File: src/rtl/i2cmbs_pkg.sv
`timescale 1ns / 1ps
`default_nettype none

package i2cmbs_pkg;

  // Transaction phase
  typedef enum logic [3:0] {
    PH_IDLE      = 4'd0,
    PH_START     = 4'd1,
    PH_SLA_W     = 4'd2,
    PH_ADDR_HI   = 4'd3,
    PH_ADDR_LO   = 4'd4,
    PH_DATA      = 4'd5,
    PH_REP_START = 4'd6,
    PH_SLA_R     = 4'd7,
    PH_RX        = 4'd8
  } phase_e;

  // Byte engine command
  typedef enum logic [2:0] {
    CMD_NONE      = 3'd0,
    CMD_START     = 3'd1,
    CMD_SEND      = 3'd2,
    CMD_RECV_NACK = 3'd3,
    CMD_STOP      = 3'd4
  } cmd_e;

  // Input item kind
  localparam logic [1:0] KIND_READ   = 2'd0;
  localparam logic [1:0] KIND_WRITE  = 2'd1;
  localparam logic [1:0] KIND_STATUS = 2'd2;

  // Configuration register indexes
  localparam logic CFG_DEV_ADDR     = 1'b0;
  localparam logic CFG_MAX_ATTEMPTS = 1'b1;

  // Bus status codes, upper five bits (low three bits are don't-care)
  localparam logic [4:0] ST_START      = 5'h01;  // 0x08
  localparam logic [4:0] ST_REP_START  = 5'h02;  // 0x10
  localparam logic [4:0] ST_SLA_W_ACK  = 5'h03;  // 0x18
  localparam logic [4:0] ST_SLA_W_NACK = 5'h04;  // 0x20
  localparam logic [4:0] ST_DATA_ACK   = 5'h05;  // 0x28
  localparam logic [4:0] ST_ARB_LOST   = 5'h07;  // 0x38
  localparam logic [4:0] ST_SLA_R_ACK  = 5'h08;  // 0x40
  localparam logic [4:0] ST_RX_ACK     = 5'h0A;  // 0x50
  localparam logic [4:0] ST_RX_NACK    = 5'h0B;  // 0x58

  localparam logic [6:0] DEV_ADDR_RST     = 7'd80;
  localparam logic [7:0] MAX_ATTEMPTS_RST = 8'd3;

  // One result of the sequencer
  typedef struct packed {
    cmd_e       cmd;
    logic [7:0] tx;
    logic       done;
    logic       failed;
    logic [7:0] data;
  } result_t;

endpackage

`default_nettype wire

File: src/rtl/i2cmbs_fsm.sv
`timescale 1ns / 1ps
`default_nettype none

module i2cmbs_fsm (
  input  wire logic                 clk_i,
  input  wire logic                 rst_ni,
  input  wire logic                 step_i,
  input  wire logic [1:0]           kind_i,
  input  wire logic [15:0]          mem_address_i,
  input  wire logic [7:0]           write_data_i,
  input  wire logic [7:0]           bus_status_i,
  input  wire logic [7:0]           rx_byte_i,
  input  wire logic [6:0]           dev_addr_i,
  input  wire logic [7:0]           max_attempts_i,
  output i2cmbs_pkg::result_t       res_o
);
  import i2cmbs_pkg::*;

  phase_e      phase_q, phase_d;
  logic        is_write_q, is_write_d;
  logic [7:0]  attempts_q, attempts_d;
  logic [15:0] addr_q, addr_d;
  logic [7:0]  data_q, data_d;

  always_ff @(posedge clk_i or negedge rst_ni) begin
    if (!rst_ni) begin
      phase_q    <= PH_IDLE;
      is_write_q <= 1'b0;
      attempts_q <= '0;
      addr_q     <= '0;
      data_q     <= '0;
    end else if (step_i) begin
      phase_q    <= phase_d;
      is_write_q <= is_write_d;
      attempts_q <= attempts_d;
      addr_q     <= addr_d;
      data_q     <= data_d;
    end
  end

  logic [4:0] st;
  logic [7:0] sla;
  logic       st_is_start;

  assign st          = bus_status_i[7:3];
  assign sla         = {dev_addr_i, 1'b0};
  assign st_is_start = (st == ST_START) || (st == ST_REP_START);

  always_comb begin
    phase_d    = phase_q;
    is_write_d = is_write_q;
    attempts_d = attempts_q;
    addr_d     = addr_q;
    data_d     = data_q;
    res_o      = '{cmd: CMD_NONE, tx: 8'h00, done: 1'b0, failed: 1'b0, data: 8'h00};

    if ((kind_i == KIND_READ) || (kind_i == KIND_WRITE)) begin
      if (phase_q == PH_IDLE) begin
        is_write_d = (kind_i == KIND_WRITE);
        addr_d     = mem_address_i;
        data_d     = write_data_i;
        if (max_attempts_i == 8'd0) begin
          attempts_d   = 8'd0;
          res_o.done   = 1'b1;
          res_o.failed = 1'b1;
        end else begin
          attempts_d = 8'd1;
          res_o.cmd  = CMD_START;
          phase_d    = PH_START;
        end
      end
    end else if ((kind_i == KIND_STATUS) && (phase_q != PH_IDLE)) begin
      if ((st == ST_ARB_LOST) && (phase_q != PH_RX)) begin
        // lost arbitration: retake the bus, attempt not counted
        res_o.cmd = CMD_START;
        phase_d   = PH_START;
      end else begin
        unique case (phase_q)
          PH_START: begin
            if (st_is_start) begin
              res_o.cmd = CMD_SEND;
              res_o.tx  = sla;
              phase_d   = PH_SLA_W;
            end else begin
              // bus never taken, so no stop
              res_o.done   = 1'b1;
              res_o.failed = 1'b1;
              phase_d      = PH_IDLE;
            end
          end
          PH_SLA_W: begin
            if (st == ST_SLA_W_ACK) begin
              res_o.cmd = CMD_SEND;
              res_o.tx  = addr_q[15:8];
              phase_d   = PH_ADDR_HI;
            end else if ((st == ST_SLA_W_NACK) && (attempts_q < max_attempts_i)) begin
              attempts_d = attempts_q + 8'd1;
              res_o.cmd  = CMD_START;
              phase_d    = PH_START;
            end else begin
              res_o.cmd    = CMD_STOP;
              res_o.done   = 1'b1;
              res_o.failed = 1'b1;
              phase_d      = PH_IDLE;
            end
          end
          PH_ADDR_HI: begin
            if (st == ST_DATA_ACK) begin
              res_o.cmd = CMD_SEND;
              res_o.tx  = addr_q[7:0];
              phase_d   = PH_ADDR_LO;
            end else begin
              res_o.cmd    = CMD_STOP;
              res_o.done   = 1'b1;
              res_o.failed = 1'b1;
              phase_d      = PH_IDLE;
            end
          end
          PH_ADDR_LO: begin
            if (st != ST_DATA_ACK) begin
              res_o.cmd    = CMD_STOP;
              res_o.done   = 1'b1;
              res_o.failed = 1'b1;
              phase_d      = PH_IDLE;
            end else if (is_write_q) begin
              res_o.cmd = CMD_SEND;
              res_o.tx  = data_q;
              phase_d   = PH_DATA;
            end else begin
              res_o.cmd = CMD_START;
              phase_d   = PH_REP_START;
            end
          end
          PH_DATA: begin
            res_o.cmd    = CMD_STOP;
            res_o.done   = 1'b1;
            res_o.failed = (st != ST_DATA_ACK);
            phase_d      = PH_IDLE;
          end
          PH_REP_START: begin
            if (st_is_start) begin
              res_o.cmd = CMD_SEND;
              res_o.tx  = sla | 8'h01;
              phase_d   = PH_SLA_R;
            end else begin
              res_o.cmd    = CMD_STOP;
              res_o.done   = 1'b1;
              res_o.failed = 1'b1;
              phase_d      = PH_IDLE;
            end
          end
          PH_SLA_R: begin
            if (st == ST_SLA_R_ACK) begin
              res_o.cmd = CMD_RECV_NACK;
              phase_d   = PH_RX;
            end else begin
              res_o.cmd    = CMD_STOP;
              res_o.done   = 1'b1;
              res_o.failed = 1'b1;
              phase_d      = PH_IDLE;
            end
          end
          PH_RX: begin
            res_o.cmd  = CMD_STOP;
            res_o.done = 1'b1;
            phase_d    = PH_IDLE;
            if ((st == ST_RX_ACK) || (st == ST_RX_NACK)) begin
              res_o.data = rx_byte_i;
            end else begin
              res_o.failed = 1'b1;
            end
          end
          default: begin
            phase_d = PH_IDLE;
          end
        endcase
      end
    end
  end

endmodule

`default_nettype wire

File: src/rtl/i2c_memory_byte_transaction_sequencer.sv
`timescale 1ns / 1ps
`default_nettype none

// Channel   Direction  Handshake                  Payload
// in        input      in_valid_i / in_ready_o    kind, mem_address, write_data,
//                                                 bus_status, rx_byte
// out       output     out_valid_o / out_ready_i  command, tx_byte, done_res,
//                                                 failed, read_data
// cfg       input      cfg_we_i                   cfg_index_i, cfg_data_i
//
// Every accepted transfer yields exactly one result transfer, registered on
// the same edge, visible the next cycle; one transfer per cycle unless stalled.
// The output register holds the result under back-pressure; in_ready_o stays
// high as long as that register is empty or being drained in the same cycle.
// Reset returns the sequencer to idle with device address 80, three attempts.

module i2c_memory_byte_transaction_sequencer (
  input  wire logic        clk_i,
  input  wire logic        rst_ni,
  // config write port
  input  wire logic        cfg_we_i,
  input  wire logic        cfg_index_i,
  input  wire logic [7:0]  cfg_data_i,
  // input transfer
  input  wire logic        in_valid_i,
  output logic             in_ready_o,
  input  wire logic [1:0]  kind_i,
  input  wire logic [15:0] mem_address_i,
  input  wire logic [7:0]  write_data_i,
  input  wire logic [7:0]  bus_status_i,
  input  wire logic [7:0]  rx_byte_i,
  // result transfer
  output logic             out_valid_o,
  input  wire logic        out_ready_i,
  output logic [2:0]       command_o,
  output logic [7:0]       tx_byte_o,
  output logic             done_res_o,
  output logic             failed_o,
  output logic [7:0]       read_data_o
);
  import i2cmbs_pkg::*;

  // Configuration registers
  logic [6:0] dev_addr_q;
  logic [7:0] max_attempts_q;

  always_ff @(posedge clk_i or negedge rst_ni) begin
    if (!rst_ni) begin
      dev_addr_q     <= DEV_ADDR_RST;
      max_attempts_q <= MAX_ATTEMPTS_RST;
    end else if (cfg_we_i) begin
      unique case (cfg_index_i)
        CFG_DEV_ADDR:     dev_addr_q     <= cfg_data_i[6:0];
        CFG_MAX_ATTEMPTS: max_attempts_q <= cfg_data_i;
        default: ;
      endcase
    end
  end

  // Accept a new item whenever the result slot is free or draining now.
  logic    in_fire;
  result_t res;

  assign in_ready_o = !out_valid_o || out_ready_i;
  assign in_fire    = in_valid_i && in_ready_o;

  i2cmbs_fsm u_fsm (
    .clk_i          (clk_i),
    .rst_ni         (rst_ni),
    .step_i         (in_fire),
    .kind_i         (kind_i),
    .mem_address_i  (mem_address_i),
    .write_data_i   (write_data_i),
    .bus_status_i   (bus_status_i),
    .rx_byte_i      (rx_byte_i),
    .dev_addr_i     (dev_addr_q),
    .max_attempts_i (max_attempts_q),
    .res_o          (res)
  );

  // Result register
  logic    out_valid_q;
  result_t res_q;

  always_ff @(posedge clk_i or negedge rst_ni) begin
    if (!rst_ni) begin
      out_valid_q <= 1'b0;
    end else if (in_ready_o) begin
      out_valid_q <= in_valid_i;
    end
  end

  always_ff @(posedge clk_i) begin
    if (in_fire) begin
      res_q <= res;
    end
  end

  assign out_valid_o = out_valid_q;
  assign command_o   = res_q.cmd;
  assign tx_byte_o   = res_q.tx;
  assign done_res_o  = res_q.done;
  assign failed_o    = res_q.failed;
  assign read_data_o = res_q.data;

endmodule

`default_nettype wire

File: config.mk
export PLATFORM = sky130hd
export DESIGN_NAME = i2c_memory_byte_transaction_sequencer
export DESIGN_NICKNAME = d
export VERILOG_FILES = /design/src/rtl/i2cmbs_pkg.sv /design/src/rtl/i2cmbs_fsm.sv /design/src/rtl/i2c_memory_byte_transaction_sequencer.sv
export SDC_FILE = /design/constraint.sdc
export NUM_CORES = 1
export LEC_CHECK = 0
export BUFFER_PORTS_ARGS = -buffer_cell sky130_fd_sc_hd__buf_2
export CAP_MARGIN = 20
export CORE_UTILIZATION = 40
export CTS_CLUSTER_DIAMETER = 80
export DETAILED_ROUTE_END_ITERATION = 8
export PLACE_DENSITY_LB_ADDON = 0.12
export SLEW_MARGIN = 20
export SYNTH_ARGS = -nofsm -noshare
export SYNTH_HDL_FRONTEND = slang
export SYNTH_SLANG_ARGS = --single-unit
File: constraint.sdc
create_clock -name clk_i -period 3.9 [get_ports clk_i]
set_clock_uncertainty 0.2 [all_clocks]
set_input_delay 0.975 -clock clk_i [delete_from_list [all_inputs] [get_ports clk_i]]
set_output_delay 0.975 -clock clk_i [all_outputs]
set_load 0.005 [all_outputs]
# Word-level counts from Yosys, hierarchy flattened
# Cells that the tools add are included.
[word_totals]
register_bits = 74
in_bits = 56
word_cells = 125
[op_classes]
addsub = 1
magnitude_cmp = 1
eq_ne = 25
muxes = 56
bitwise_logic = 4
reduce_logical = 25
[ops]
columns = ["operator", "n"]
rows = [
  ["$mux W8", 14],
  ["$pmux W8 S5", 1],
  ["$mux W3", 12],
  ["$mux W4", 7],
  ["$mux W2", 12],
  ["$pmux W4 S6", 1],
  ["$mux W21", 1],
  ["$pmux W3 S7", 1],
  ["$mux W18", 1],
  ["$eq A4 B3 Y1 const B", 4],
  ["$eq A5 B3 Y1 const B", 3],
  ["$eq A5 B4 Y1 const B", 3],
  ["$pmux W2 S7", 1],
  ["$eq A5 B2 Y1 const B", 2],
  ["$mux W10", 1],
  ["$add A8 B1 Y8 const B", 1],
  ["$eq A4 B2 Y1 const B", 2],
  ["$logic_not A8 Y1", 1],
  ["$lt A8 B8 Y1", 1],
  ["$reduce_and A7 Y1", 1],
  ["$reduce_bool A2 Y1", 3],
  ["$eq A5 B1 Y1 const B", 1],
  ["$ne A5 B3 Y1 const B", 1],
  ["$reduce_or A5 Y1", 1],
  ["20 further kinds", 36],
]

# Longest topological paths before layout
[logic_depth]
depth_word = 8
depth_mapped = 9

# Hierarchy
# Synthesis repeated with hierarchy kept, for this count alone.
[hier_totals]
cells_unflattened = 380
area_unflattened_um2 = 3852.4
[modules_own_cells]
columns = ["mod", "n_inst", "cells_each", "area_per_inst_um2", "seq_area_each_um2"]
rows = [
  ["i2cmbs_fsm", 1, 322, 2571.2, 925.9],
  ["i2c_memory_byte_transaction_sequencer", 1, 58, 1281.2, 1036.0],
]

# Worst setup path before layout
# OpenSTA, ideal clock, no wires.
[synth_timing]
kind = "input -> register"
from = "input port bus_status_i[3]"
to = "register u_fsm.attempts_q[6]"
setup_ns = 0.077
t_arrival_ns = 2.746
t_required_ns = 3.623
path_slack_ns = 0.877
cell_stages = 8
n_path_buf = 2
cell_sequence = "clkbuf_1 nor4_1 nand3_1 a211oi_1 o211ai_2 buf_6 or4_1 a21oi_1"
[synth_between]
elab_chain_len = 4
word_cells_on_any_way = 9
classes_between = "5 x eq/ne; 4 x reduce/logical"
[synth_lines]
columns = ["element", "line", "text"]
rows = [
  ["start, declared", "i2c_memory_byte_transaction_sequencer.sv:30", "input wire logic [7:0] bus_status_i,"],
  ["$eq A5 B3 Y1, on equally long branches", "i2cmbs_fsm.sv:73, i2cmbs_fsm.sv:96", ""],
  ["$logic_and A1 B1 Y1, on equally long branches", "i2cmbs_fsm.sv:73, i2cmbs_fsm.sv:96", ""],
  ["$ne A2 B1 Y1 (no source line) / $reduce_bool A2 Y1 (equally long branches)", "-", ""],
  ["$reduce_and A7 Y1 (no source line) (*)", "-", ""],
  ["end signal, assigned", "i2cmbs_fsm.sv:35", "attempts_q <= attempts_d;"],
  ["end, declared", "i2cmbs_fsm.sv:21", "logic [7:0] attempts_q, attempts_d;"],
]
# Every way passes the cells marked *; elsewhere a longest branch is shown, timed or not.
# A chain may end at the register's enable or synchronous reset.

# Final worst setup path
[layout_timing]
from = "register u_fsm.phase_q[1]"
to = "register u_fsm.attempts_q[7]"
[layout_between]
elab_chain_len = 4
word_cells_on_any_way = 11
classes_between = "4 x eq/ne; 7 x reduce/logical"
[layout_lines]
columns = ["element", "line", "text"]
rows = [
  ["start, declared", "i2cmbs_fsm.sv:19", "phase_e phase_q, phase_d;"],
  ["start signal, assigned", "i2cmbs_fsm.sv:33", "phase_q <= phase_d;"],
  ["$ne A4 B4 Y1 / $reduce_bool A4 Y1 (equally long branches)", "i2cmbs_fsm.sv:73, i2cmbs_fsm.sv:72", ""],
  ["$logic_and A1 B1 Y1, on equally long branches", "i2cmbs_fsm.sv:73, i2cmbs_fsm.sv:72", ""],
  ["$ne A2 B1 Y1 (no source line) / $reduce_bool A2 Y1 (equally long branches)", "-", ""],
  ["$reduce_and A7 Y1 (no source line) (*)", "-", ""],
]
# Marks and branches as above.

==> impl_metrics.yaml <==
outcome:
  status: "finished, final reports clean"
synthesis:
  syn_avg_cell_area_um2: 9.80
  synth.top_cells.by_area: "dfrtp_1 (33%), edfxtp_1 (17%), nand2_1 (11%)"
  syn-num-nets: 446
  yosys.area_share.simple_pct: 24.0
  synth_edf_count: 21
  netlist_area_um2: 3740
  synth.most_common_cell: "nand2_1"
  synth_cells: 382
  synth_common_cells: "nand2_1 (107), dfrtp_1 (49), edfxtp_1 (21)"
  synth_compound_area_share_pct: 11.9
  synthMuxAreaShare_pct: 5.38
  synthAdderAreaFrac_pct: 2.67
  synth_top_cell_by_area: "dfrtp_1"
  synth_ff_type: "dfrtp_1"
  yosysTopAreaCellShare_pct: 32.7
  netlist-cell-type-count: 54
  synth-xor-area-share_pct: 0.468
  synth_seq_cells: 74
  synthArstFlopShare_pct: 71.6
  yosysSeqAreaShare_pct: 52.4
  synth_top_family_by_area: "simple AND/OR/NAND/NOR gates"
  ys_warn_count: 0
critical_path:
  slowest_delay_ns: 0.55
  cpMaxStageDelayCell: "dfrtp_1"
  endpoint_kind: "register"
  crit_chain: "or2_1, or4_4, a21oi_4, o211ai_2, nor4_1, mux2i_1"
  worstPathRequired_ns: 3.98
  path_max_fanout: 15
  crit_arrival_ns: 2.90
  crit_type: "register to register"
  worst_setup_path_start_kind: "register"
  r2r_start: "u_fsm.phase_q[1]"
  startpoint: "u_fsm.phase_q[1]"
sta:
  hold_viol: 0
  fin_crit_sh_pct: 72.3
  rsz0062_at_grt: "no"
  tns_ns: 0
  slew_violations: 0
  max_freq_mhz: 354
  slew_headroom_pct: 46.2
  setup_violations: 0
  post-route-min-period_ns: 2.82
  worst_slew_pin_slew_ns: 0.787
place:
  gp_congestion: 0.863
  dp_hpwl_mm: 6.25
  placed_cells: 556
  dpl_cell_area_um2: 4240
  io_buffers: 75
route:
  dr.pass1.iters: 5
  remaining_drc_errors: 0
  vias: 3070
  wirelength_mm: 8.73
  wl_per_cell_um: 15.3
  first_iter_violations: 147
  ant_nets: 0
  avgViaCountPerCell: 5.37
die:
  fp.dieW_um: 98.8
  initial_core_util_pct: 42.1
  die-area_um2: 9750
  die_h_um: 98.8
  design.core.area_um2: 8890
  ios: 79
  rows: 34
finish:
  fin_cells: 572
  final_area_um2: 4430
  syn2layout_area_growth_pct: 18.4
  drive_above_1_share_pct: 26.7
  layout.nets: 523
  utilization_pct: 49.9
  antenna_cells: 0
power_and_ir_drop:
  p_leak_nw: 1.97
  p_per_area_nw_per_um2: 483
  peakVddDrop_uv: 239
  power_w: 0.00214
clock_tree:
  cts_hold_buf: 0
  clock_sinks: 74
  clock_latency_ns: 0.35
  cts_max_level: 3
  cts_buffer_depth: 2
  path_clk_slew_ns: 0.08
  cts_setup_buffers: 0
  cts_buffers: 9
  cts-root-buf: "clkbuf_8"
  ctsResizeCount: 0
  cts_tree: "done"
run:
  drv_cap: 0
grt:
  grtUsageMet3_pct: 3.76
  gr-usage-met2_pct: 32.3
  grt_util_met1_pct: 25.8
  globalRouteOverflowTotal: 0
  antenna_found_initial: 0
  grt_pass1_wl_mm: 14.8
  grt_max_degree: 30
  grt_pass1_vias: 3044
  track_usage_pct: 19.5
  busiest_layer: "met2"
min_path:
  min-delay-start: "u_fsm.data_q[6]"
  holdCritPathClass: "register to register"
sequential cells by signal (all words and copies together), names as in the netlist:
register          flops
u_fsm.phase_q         4
u_fsm.data_q          8
failed_o              1
tx_byte_o             8
out_valid_o           1
max_attempts_q        8
done_res_o            1
u_fsm.is_write_q      1
u_fsm.attempts_q      8
u_fsm.addr_q         16
dev_addr_q            7
read_data_o           8
command_o             3
cells in the final DEF, fill, tap and decap left out, types with 4 or more instances in the layout:
master	n
o31ai_1	5
nor4_1	6
nor2b_1	8
o21ai_1	7
nor3_1	5
a222oi_1	7
or4_1	6
mux2_2	16
buf_4	7
ha_1	8
dfstp_2	4
dfrtp_1	49
and2_1	9
o21ai_0	7
nand3_1	5
nor2_1	11
nor3b_1	4
edfxtp_1	21
clkbuf_8	9
buf_2	75
a21oi_1	17
inv_1	13
nand2b_1	7
nand2_1	107
kinds of logic after synthesis:
family | count (synthesis)
multiplexers | 18
buffers and inverters | 29
XOR/XNOR | 2
AND/OR/NAND/NOR | 186
adder cells (fa/ha/maj) | 8
AO/OA/AOI/OAI | 65
flip-flops | 74
critical path, delay by kind of cell (launching register included):
kind	cells	cell delay, ns
compound gates	2	0.43
flops	1	0.55
mux	1	0.22
simple gates	3	1.35
power breakdown:
part | internal [W] | switching (W) | leakage (nW)
Sequential | 0.000987 | 0.000131 | 0.858
Clock | 0.000297 | 0.000301 | 0.0966
Combinational | 0.000186 | 0.000240 | 1.01
Total | 0.00147 | 0.000671 | 1.97
routing by layer:
layer / part of all wire, % / vias to the layer above
met4: 1.2 / 0
met3: 3.8 / 9
met2: 48 / 69
li1: - / 1518
met1: 47 / 1474
met5: 0 / -
cell type report:
type / instances / area (um2)
multi-input combinational: 279 / 1670
clock inverter: 6 / 65.1
clock buffer: 10 / 128
fill: 855 / 4460
inverter: 13 / 48.8
sequential: 74 / 1960
tap: 108 / 135
timing repair buffer: 82 / 428
worst paths after layout:
kind	slack, ns	to	cells after the start
max in group asynchronous	2.19	dev_addr_q[6]	2
worst max-delay path	1.08	u_fsm.attempts_q[7]	6
worst max register to register	1.08	u_fsm.attempts_q[7]	6
worst min-delay path	0.28	u_fsm.data_q[6]	2
worst min register to register	0.28	u_fsm.data_q[6]	2
min in group asynchronous	0.46	u_fsm.data_q[0]	1
per-stage QoR:
stage          setup slack (ns)  hold WS [ns]
6_report                   1.08         0.279
5_1_grt                   0.856         0.296
4_1_cts                    1.05         0.283
3_5_place_dp              0.760         0.262
3_3_place_gp              0.748         0.258
2_1_floorplan             0.877         0.245
Power figures use the tool's default switching activity.
